[config.mk]
export PLATFORM = sky130hd
export DESIGN_NAME = ast_lane
export DESIGN_NICKNAME = d
export VERILOG_FILES = /design/src/hw/rtl/ast_pkg.sv /design/src/hw/rtl/ast_lane.sv
export SDC_FILE = /design/constraint.sdc
export NUM_CORES = 1
export LEC_CHECK = 0
export ABC_CLOCK_PERIOD_IN_PS = 12410
export BUFFER_PORTS_ARGS = -buffer_cell sky130_fd_sc_hd__buf_2
export CAP_MARGIN = 10
export CORE_UTILIZATION = 49
export DETAILED_ROUTE_END_ITERATION = 16
export PLACE_DENSITY = 0.9
export SETUP_SLACK_MARGIN = 0.5
export SLEW_MARGIN = 30
export SYNTH_ARGS = -nofsm -noshare
export SYNTH_HDL_FRONTEND = slang
export SYNTH_SLANG_ARGS = --single-unit
[constraint.sdc]
create_clock -name vclk -period 12.41
set_input_delay 3.723 -clock vclk [all_inputs]
set_output_delay 3.723 -clock vclk [all_outputs]
set_load 0.005 [all_outputs]
[src/hw/rtl/ast_pkg.sv]
// ----------------------------------------------------------------------------
// ast_pkg
// Shared types and constants of the audio silence trimmer.
// ----------------------------------------------------------------------------
package ast_pkg;

  localparam int SAMPLE_W   = 16;
  localparam int THRESH_W   = 15;
  localparam int CHCNT_W    = 4;
  localparam int NUM_FIELDS = 8;   // sample fields carried by every item

  localparam int CFG_DATA_W = 15;
  localparam int CFG_IDX_W  = 1;

  localparam logic [CFG_IDX_W-1:0] CFG_THRESHOLD     = 1'd0;
  localparam logic [CFG_IDX_W-1:0] CFG_CHANNEL_COUNT = 1'd1;

  localparam logic [THRESH_W-1:0] THRESH_RESET = 15'd328;
  localparam logic [CHCNT_W-1:0]  CHCNT_RESET  = 4'd2;

  localparam logic FUNC_FRAME = 1'b0;
  localparam logic FUNC_FLUSH = 1'b1;

  typedef struct packed {
    logic                       func;
    logic signed [SAMPLE_W-1:0] sample_0;
    logic signed [SAMPLE_W-1:0] sample_1;
    logic signed [SAMPLE_W-1:0] sample_2;
    logic signed [SAMPLE_W-1:0] sample_3;
    logic signed [SAMPLE_W-1:0] sample_4;
    logic signed [SAMPLE_W-1:0] sample_5;
    logic signed [SAMPLE_W-1:0] sample_6;
    logic signed [SAMPLE_W-1:0] sample_7;
  } in_item_t;

  typedef struct packed {
    logic signed [SAMPLE_W-1:0] out_0;
    logic signed [SAMPLE_W-1:0] out_1;
    logic signed [SAMPLE_W-1:0] out_2;
    logic signed [SAMPLE_W-1:0] out_3;
    logic signed [SAMPLE_W-1:0] out_4;
    logic signed [SAMPLE_W-1:0] out_5;
    logic signed [SAMPLE_W-1:0] out_6;
    logic signed [SAMPLE_W-1:0] out_7;
    logic                       last_of_run;
  } out_item_t;

  // Input side status handed from the datapath to the hold controller.
  typedef struct packed {
    logic valid;
    logic func;
    logic loud;
  } frame_ctl_t;

  // Output side status of the hold controller.
  typedef struct packed {
    logic valid;
    logic last;
  } out_ctl_t;

endpackage

[src/hw/rtl/ast_lane.sv]
// ----------------------------------------------------------------------------
// ast_lane
// One channel lane: masks an inactive channel, checks magnitude vs threshold.
// ----------------------------------------------------------------------------
module ast_lane
  import ast_pkg::*;
(
  input  logic                active,
  input  logic [SAMPLE_W-1:0] sample,
  input  logic [THRESH_W-1:0] threshold,
  output logic [SAMPLE_W-1:0] kept,
  output logic                loud
);

  logic [SAMPLE_W:0] mag;

  // -32768 yields 32768, so the magnitude needs one extra bit
  always_comb begin
    if (sample[SAMPLE_W-1]) begin
      mag = {1'b0, ~sample} + (SAMPLE_W+1)'(1);
    end else begin
      mag = {1'b0, sample};
    end
  end

  assign loud = active && (mag > {2'b00, threshold});
  assign kept = active ? sample : '0;

endmodule

==> run_results.csv, run 1 <==
group,metric,value,unit
layout,seq_area,0,µm²
clocking,cts-hold-fix-buffers,0,
routing,drt_pass1_iterations,4,
synthesis,yosysWarnings,0,
floorplanning,die_area,1750,µm²
timing,clock.fmax,101,MHz
power_and_ir_drop,combPwrFrac,100.0,%
routing,antenna_violating_nets_post_route,0,
synthesis,synth_most_common_cell,"inv_1",
layout,diodes,0,
timing,timing.setup.tns,0,ns
synthesis,synth_area,779,µm²
synthesis,synth.largest_area_cell,"ha_1",
grt,first_global_vias,819,
floorplanning,fp.dieW,41.9,µm
setup_path,end_kind,"primary output",
routing,drt_iter0_markers,17,
layout,fin_nets,209,
power_and_ir_drop,internal-power,0.0000186,W
worst_hold_path,min_path_type,"input pin to primary output",
synthesis,syn_inst,112,
timing,maxSlewHeadroom,74.5,%
floorplanning,ios,49,
synthesis,synth_sequential_area_ratio,0,%
grt,grt_max_degree,18,
clocking,post_cts_buffers,0,
timing,period_needed,9.93,ns
timing,drv_slew,0,
layout,fin_util,69.7,%
routing,vias,934,
setup_path,crit_fanout,4,
routing,wirelength,1870,µm
place,place_congestion,0.872,
timing,hold_violations,0,
layout,clockBufferCount,0,
setup_path,critPathLaunchType,"input pin",
synthesis,synth.distinct_cells,26,
place,dp_hpwl,1650,µm
synthesis,syn-num-nets,160,
flow_run,cap_violations,0,
timing,min_period_over_period,80.0,%
layout,seq_cells,0,
grt,grt.total_usage,22.0,%
synthesis,ys_top_cells_by_area,"ha_1 26%, xnor2_1 15%, and2_1 12%, inv_1 8.2%, o21ai_0 5.1%",
setup_path,worstPathArrival,6.21,ns
synthesis,postSynthAreaPerCell,6.96,µm²
power_and_ir_drop,p_leak,0.576,nW
power_and_ir_drop,switchingPower,0.0000184,W
power_and_ir_drop,switching_share,49.7,%
synthesis,yosys.area.top_type_share,25.7,%
floorplanning,rows,14,
routing,drc,0,
synthesis,synth_common_cells,"17 x inv_1, 16 x ha_1, 15 x and2_1",
power_and_ir_drop,p_clk_share,0,%
setup_path,critical_path_class,"input pin to primary output",
routing,wl_per_cell,10.7,µm
power_and_ir_drop,seqPwrFrac,0,%
layout,area_growth,33.1,%
floorplanning,die_y,41.9,µm
grt,grt_pass1_wl,3210,µm
layout,drive_above_1_share,32.1,%
grt,antenna_found_initial,0,
timing,tightestPinTransition,0.378,ns
status,outcome,"completed",
floorplanning,start_util,52.4,%
clocking,cts_resized,0,
place,portBuffers,49,
floorplanning,core,1490,µm²
timing,final-setup-viol-count,0,
power_and_ir_drop,peakVddDrop,0.0000198,V
routing,vias_per_cell,5.34,
grt,grt-ovfl-total,0,
setup_path,worstPathRequired,8.69,ns
timing,rsz0062_at_grt,"no",
power_and_ir_drop,power_density,35.7,nW/µm²
## routing by layer
metal	up-vias	GRT usage, %	part of all wire [%]
li1	490	-	-
met1	415	25.3	42
met2	29	46.6	53
met3	0	0	4.3
met4	0	0	0
met5	-	0	0
## power by group through the flow
stage | clock, W | sequential [W] | combinational, W
after floorplan | 0 | 0 | 0.0000228
after global placement | 0 | 0 | 0.0000353
after detailed placement | 0 | 0 | 0.0000371
after CTS | 0 | 0 | 0.0000372
after global routing | 0 | 0 | 0.0000420
final | 0 | 0 | 0.0000370
## layout by cell type, fill, tap and decap left out, drive strengths merged
| master | instances |
|---|---|
| buf | 49 |
| inv | 17 |
| ha | 16 |
| and2 | 16 |
| xnor2 | 13 |
| o21ai | 8 |
| nand2 | 7 |
| nand2b | 3 |
| o31ai | 3 |
| o41ai | 3 |
| nand4 | 3 |
| nor2 | 3 |
| a21oi | 3 |
| nand3 | 2 |
| a211oi | 2 |
| o21bai | 2 |
| or4 | 2 |
| or3 | 1 |
| nor4 | 1 |
| nand3b | 1 |
| a21o | 1 |
| a211o | 1 |
| a221oi | 1 |
| or4b | 1 |
## cell type report
| cell class | instances | area (µm²) |
|---|---|---|
| Multi-Input combinational cell | 93 | 708 |
| Fill cell | 144 | 452 |
| Timing Repair Buffer | 49 | 245 |
| Inverter | 17 | 63.8 |
| Tap cell | 16 | 20.0 |
## worst max-delay path, stage by stage
cell,delay (ns)
buf_2,0.12
nor4_1,0.39
nand3b_1,0.20
o41ai_1,0.34
xnor2_1,0.17
ha_1,0.26
a211oi_1,0.23
o21bai_1,0.10
a21o_1,0.18
a221oi_1,0.26
o21ai_0,0.11
buf_2,0.13
## logic make-up after synthesis
group | synth area share, %
AO/OA/AOI/OAI | 20.4
XOR/XNOR | 14.6
adder cells (fa/ha/maj) | 25.7
buffers and inverters | 9.15
AND/OR/NAND/NOR | 30.2
## through the flow
stage | area, µm² | setup slack, ns | power [W] | std cells | hold slack [ns]
3_5_place_dp | 1040 | 2.47 | 0.0000371 | 175 | 7.75
2_1_floorplan | 779 | 2.95 | 0.0000228 | 112 | 7.56
6_report | 1040 | 2.48 | 0.0000370 | 175 | 7.75
3_3_place_gp | 1040 | 2.57 | 0.0000353 | 175 | 7.74
4_1_cts | 1040 | 2.46 | 0.0000372 | 175 | 7.76
5_1_grt | 1040 | 2.21 | 0.0000420 | 175 | 7.77
## worst paths after layout
path  startpoint  endpoint  slack (ns)  cells after the start
min    sample[0]   kept[0]        7.75                      3
max    sample[6]      loud        2.48                     12
Note: power is estimated with default switching activity, not from simulation.
==> run 2: changes to the inputs <==
- ABC_CLOCK_PERIOD_IN_PS: 12410 -> 8200
- CORE_UTILIZATION: 49 -> 41
- PLACE_DENSITY: 0.9 -> 0.81
- clock period: 12.41 -> 8.2 ns (I/O delays scaled with it)
==> run 2 against run 1 <==
Against the previous run:
- combinational power increased by 51%
- die area increased by 19%
- first-iteration DRC count decreased by 18%
- critical endpoint unchanged
==> run_results.csv, run 2 (same netlist as run 1, synthesis figures left out) <==
group,metric,value,unit
status,outcome,"completed",
layout,seq_cells,0,
layout,seq_area,0,µm²
timing,drv_slew,0,
place,dp_hpwl,1630,µm
routing,vias_per_cell,4.98,
power_and_ir_drop,p_leak,0.576,nW
grt,grt.total_usage,17.3,%
routing,wirelength,1840,µm
timing,period_needed,7.37,ns
floorplanning,die_y,45.6,µm
timing,timing.hold.ws,5.23,ns
layout,drive_above_1_share,32.1,%
timing,clock.fmax,136,MHz
place,place_congestion,0.852,
setup_path,end_kind,"primary output",
setup_path,crit_top_cell,"buf_2",
setup_path,critical_path_class,"input pin to primary output",
layout,clockBufferCount,0,
routing,antenna_violating_nets_post_route,0,
routing,drc,0,
layout,area_growth,34.5,%
timing,min_period_over_period,89.9,%
setup_path,worstPathRequired,5.74,ns
floorplanning,start_util,44.7,%
timing,rsz0062_at_grt,"no",
timing,tightestPinTransition,0.346,ns
clocking,cts-hold-fix-buffers,0,
layout,diodes,0,
grt,grt_pass1_wl,2820,µm
flow_run,cap_violations,0,
setup_path,crit_chain,"buf_2 > nor4_1 > nand3b_1 > o41ai_1 > xnor2_1 > ha_1 > a211oi_1 > o21bai_1 > a21o_1 > a221oi_1 > o21ai_0 > buf_2",
grt,antenna_found_initial,0,
setup_path,cp_slowest_cell,"nor4_1",
floorplanning,ios,49,
worst_hold_path,min_path_type,"input pin to primary output",
layout,layout_common_cells,"49 x buf_2, 17 x inv_1, 16 x ha_1",
setup_path,endpoint,"loud",
setup_path,worstPathArrival,4.91,ns
routing,drt_iter0_markers,14,
setup_path,crit_path_start,"sample[6]",
layout,final_common_cell,"buf_2",
timing,final-setup-viol-count,0,
setup_path,crit_fanout,4,
place,portBuffers,49,
power_and_ir_drop,peakVddDrop,0.0000278,V
place,place_area,1050,µm²
floorplanning,die_area,2080,µm²
clocking,cts_resized,0,
floorplanning,rows,15,
grt,first_global_vias,743,
setup_path,critPathLaunchType,"input pin",
grt,grt_max_degree,18,
routing,wl_per_cell,10.0,µm
layout,finalInstanceArea,1050,µm²
routing,vias,916,
layout,fin_nets,209,
timing,hold_violations,0,
floorplanning,core,1750,µm²
routing,drt_pass1_iterations,4,
setup_path,max_stage_delay,0.36,ns
power_and_ir_drop,power_density,53.2,nW/µm²
timing,maxSlewHeadroom,76.6,%
grt,grt-ovfl-total,0,
timing,timing.setup.tns,0,ns
clocking,post_cts_buffers,0,
floorplanning,fp.dieW,45.6,µm
[run 2: layout make-up]
class | count | area, µm²
Tap cell | 25 | 31.3
Fill cell | 173 | 697
Timing Repair Buffer | 49 | 245
Multi-Input combinational cell | 93 | 708
Inverter | 17 | 63.8
[run 2: critical path, delay by kind of cell]
family	cells	cell delay, ns
buffers and inverters	2	0.25
adders and majority gates	1	0.26
xor gates and xnor gates	1	0.17
AOI/OAI and AO/OA	6	1.24
and+or+nand+nor	2	0.56
[run 2: through the flow]
| stage | utilization [%] | worst slack [ns] | std cells | power (W) |
|---|---|---|---|---|
| after CTS | 60.1 | 0.806 | 184 | 0.0000563 |
| after global placement | 60.1 | 0.868 | 184 | 0.0000538 |
| final | 60.1 | 0.827 | 184 | 0.0000558 |
| after global routing | 60.1 | 0.550 | 184 | 0.0000635 |
| after floorplan | - | 1.26 | 112 | 0.0000345 |
| after detailed placement | 60.1 | 0.814 | 184 | 0.0000560 |
[run 2: worst min path at each step]
stage                     depth (start not counted)  slack (ns)      start  endpoint
after CTS                                         3        5.22  sample[0]   kept[0]
after detailed placement                          3        5.22  sample[0]   kept[0]
final                                             3        5.23  sample[0]   kept[0]
after floorplan                                   1        5.03     active   kept[0]
after global placement                            3        5.22  sample[1]   kept[1]
after global routing                              3        5.25  sample[0]   kept[0]
[run 2: metal layers]
metal	GRT usage [%]	vias up	share of wire [%]
li1	-	484	-
met1	22.6	402	44
met2	33.1	30	52
met3	0	0	4.1
met4	0	0	0
met5	0	-	0
[run 2: where the power goes]
part           internal (W)  total [W]  switching, W
logic             0.0000283  0.0000558     0.0000275
clock network             0          0             0
registers                 0          0             0
total             0.0000283  0.0000558     0.0000275
==> run 3: changes to the inputs <==
- ABC_CLOCK_PERIOD_IN_PS: 8200 -> 7900
- CORE_UTILIZATION: 41 -> 46
- PLACE_DENSITY: 0.81 -> 0.85
- RECOVER_POWER: not set -> 50
- clock period: 8.2 -> 7.9 ns (I/O delays scaled with it)
==> run 3 against run 2 <==
Against the previous run:
- total power grew 5.2%
- die area shrank 10%
- routed wire length rose by 0.92%
- critical endpoint unchanged
- highest routed layer unchanged
==> run_results.csv, run 3 (same netlist as run 1, synthesis figures left out) <==
group,metric,value,unit
floorplanning,fp.dieW,43.2,µm
setup_path,crit_top_cell,"o21ai_0",
timing,drv_slew,0,
grt,grt.total_usage,20.1,%
grt,met2_usage,34.6,%
timing,clock.fmax,140,MHz
setup_path,cp_slowest_cell,"or3_1",
floorplanning,ios,49,
routing,vias,936,
routing,drt_iter0_markers,16,
timing,min_period_over_period,90.4,%
power_and_ir_drop,p_leak,0.570,nW
power_and_ir_drop,power_density,56.0,nW/µm²
routing,vias_per_cell,5.35,
setup_path,end_kind,"primary output",
layout,drive_above_1_share,31.4,%
setup_path,max_stage_delay,0.43,ns
grt,gr-max-usage-layer,"met2",
timing,hold_violations,0,
power_and_ir_drop,peakVddDrop,0.0000325,V
floorplanning,die_y,43.2,µm
layout,seq_area,0,µm²
floorplanning,die_area,1860,µm²
floorplanning,start_util,50.6,%
grt,antenna_found_initial,0,
layout,final_common_cell,"buf_2",
timing,maxSlewHeadroom,65.4,%
worst_hold_path,min_path_type,"input pin to primary output",
routing,antenna_violating_nets_post_route,0,
power_and_ir_drop,power.total,0.0000587,W
floorplanning,core,1540,µm²
setup_path,crit_chain,"buf_2 > or3_1 > nand2b_1 > o21ai_0 > xnor2_1 > ha_1 > o21ai_0 > o21bai_1 > a21o_1 > a221oi_1 > o21ai_0 > buf_2",
layout,finalInstanceArea,1050,µm²
routing,drt_pass1_iterations,4,
place,dp_hpwl,1600,µm
layout,diodes,0,
setup_path,critical_path_class,"input pin to primary output",
worst_hold_path,min_to,"kept[0]",
setup_path,crit_fanout,5,
timing,rsz0062_at_grt,"no",
grt,grtUsageMet1,27.8,%
timing,timing.setup.tns,0,ns
layout,multi_input_area,722,µm²
status,outcome,"completed",
layout,layout_common_cells,"46 x buf_2, 17 x inv_1, 16 x ha_1",
grt,first_global_vias,792,
worst_hold_path,worstHoldStart,"sample[0]",
setup_path,worstPathArrival,4.77,ns
timing,tightestPinTransition,0.519,ns
timing,timing.hold.ws,5.05,ns
grt,use_met3,1.70,%
worst_hold_path,holdPathStages,3,
flow_run,cap_violations,0,
routing,wl_per_cell,10.6,µm
layout,area_growth,34.3,%
routing,drc,0,
grt,grt-ovfl-total,0,
timing,final-setup-viol-count,0,
floorplanning,rows,14,
setup_path,critPathLaunchType,"input pin",
layout,seq_cells,0,
timing,period_needed,7.14,ns
layout,clockBufferCount,0,
place,place_area,1040,µm²
grt,grt_pass1_wl,3110,µm
layout,fin_nets,209,
grt,grt_max_degree,18,
place,portBuffers,49,
place,place_congestion,0.855,
setup_path,worstPathRequired,5.53,ns
layout,fillers,141,
routing,wirelength,1860,µm
## run 3: timing repair
action | in CTS | in global routing
setup buffers | 0 | 0
endpoints found under the setup margin | 0 | 1
hold buffers | 0 | 0
gates resized for setup | 0 | 2
## run 3: worst max path at each step
stage / end / cells past startpoint / from / slack [ns]
6_report: loud / 12 / sample[2] / 0.76
3_3_place_gp: loud / 12 / sample[6] / 0.63
5_1_grt: loud / 12 / sample[2] / 0.54
4_1_cts: loud / 12 / sample[6] / 0.65
2_1_floorplan: loud / 10 / sample[6] / 1.14
3_5_place_dp: loud / 12 / sample[6] / 0.67
## run 3: routing by layer
metal / up-vias / routed length (µm)
met5: - / 0
met4: 0 / 0
met3: 0 / 133
met2: 38 / 875
met1: 410 / 851
li1: 488 / -
## run 3: critical path: cells and delay by family
kind                       cells  cell delay [ns]
AOI/OAI and AO/OA              6             1.06
xor gates and xnor gates       1             0.15
adders and majority gates      1             0.27
buffers and inverters          2             0.26
and+or+nand+nor                2             0.67
## run 3: metrics by stage
stage	utilization [%]	worst slack, ns	cells
2_1_floorplan	-	1.14	112
3_3_place_gp	67.3	0.630	175
3_5_place_dp	67.3	0.671	175
4_1_cts	67.3	0.653	175
5_1_grt	67.9	0.542	175
6_report	67.9	0.755	175
## run 3: cell type report
class	count	area share, %
multi-input combinational	93	68.9
timing repair buffer	49	23.1
inverter	17	6.09
tap	16	1.91
## run 3: power breakdown
part / internal, W / leakage (nW) / switching, W / total [W]
Sequential: 0 / 0 / 0 / 0
Combinational: 0.0000293 / 0.570 / 0.0000294 / 0.0000587
Clock: 0 / 0 / 0 / 0
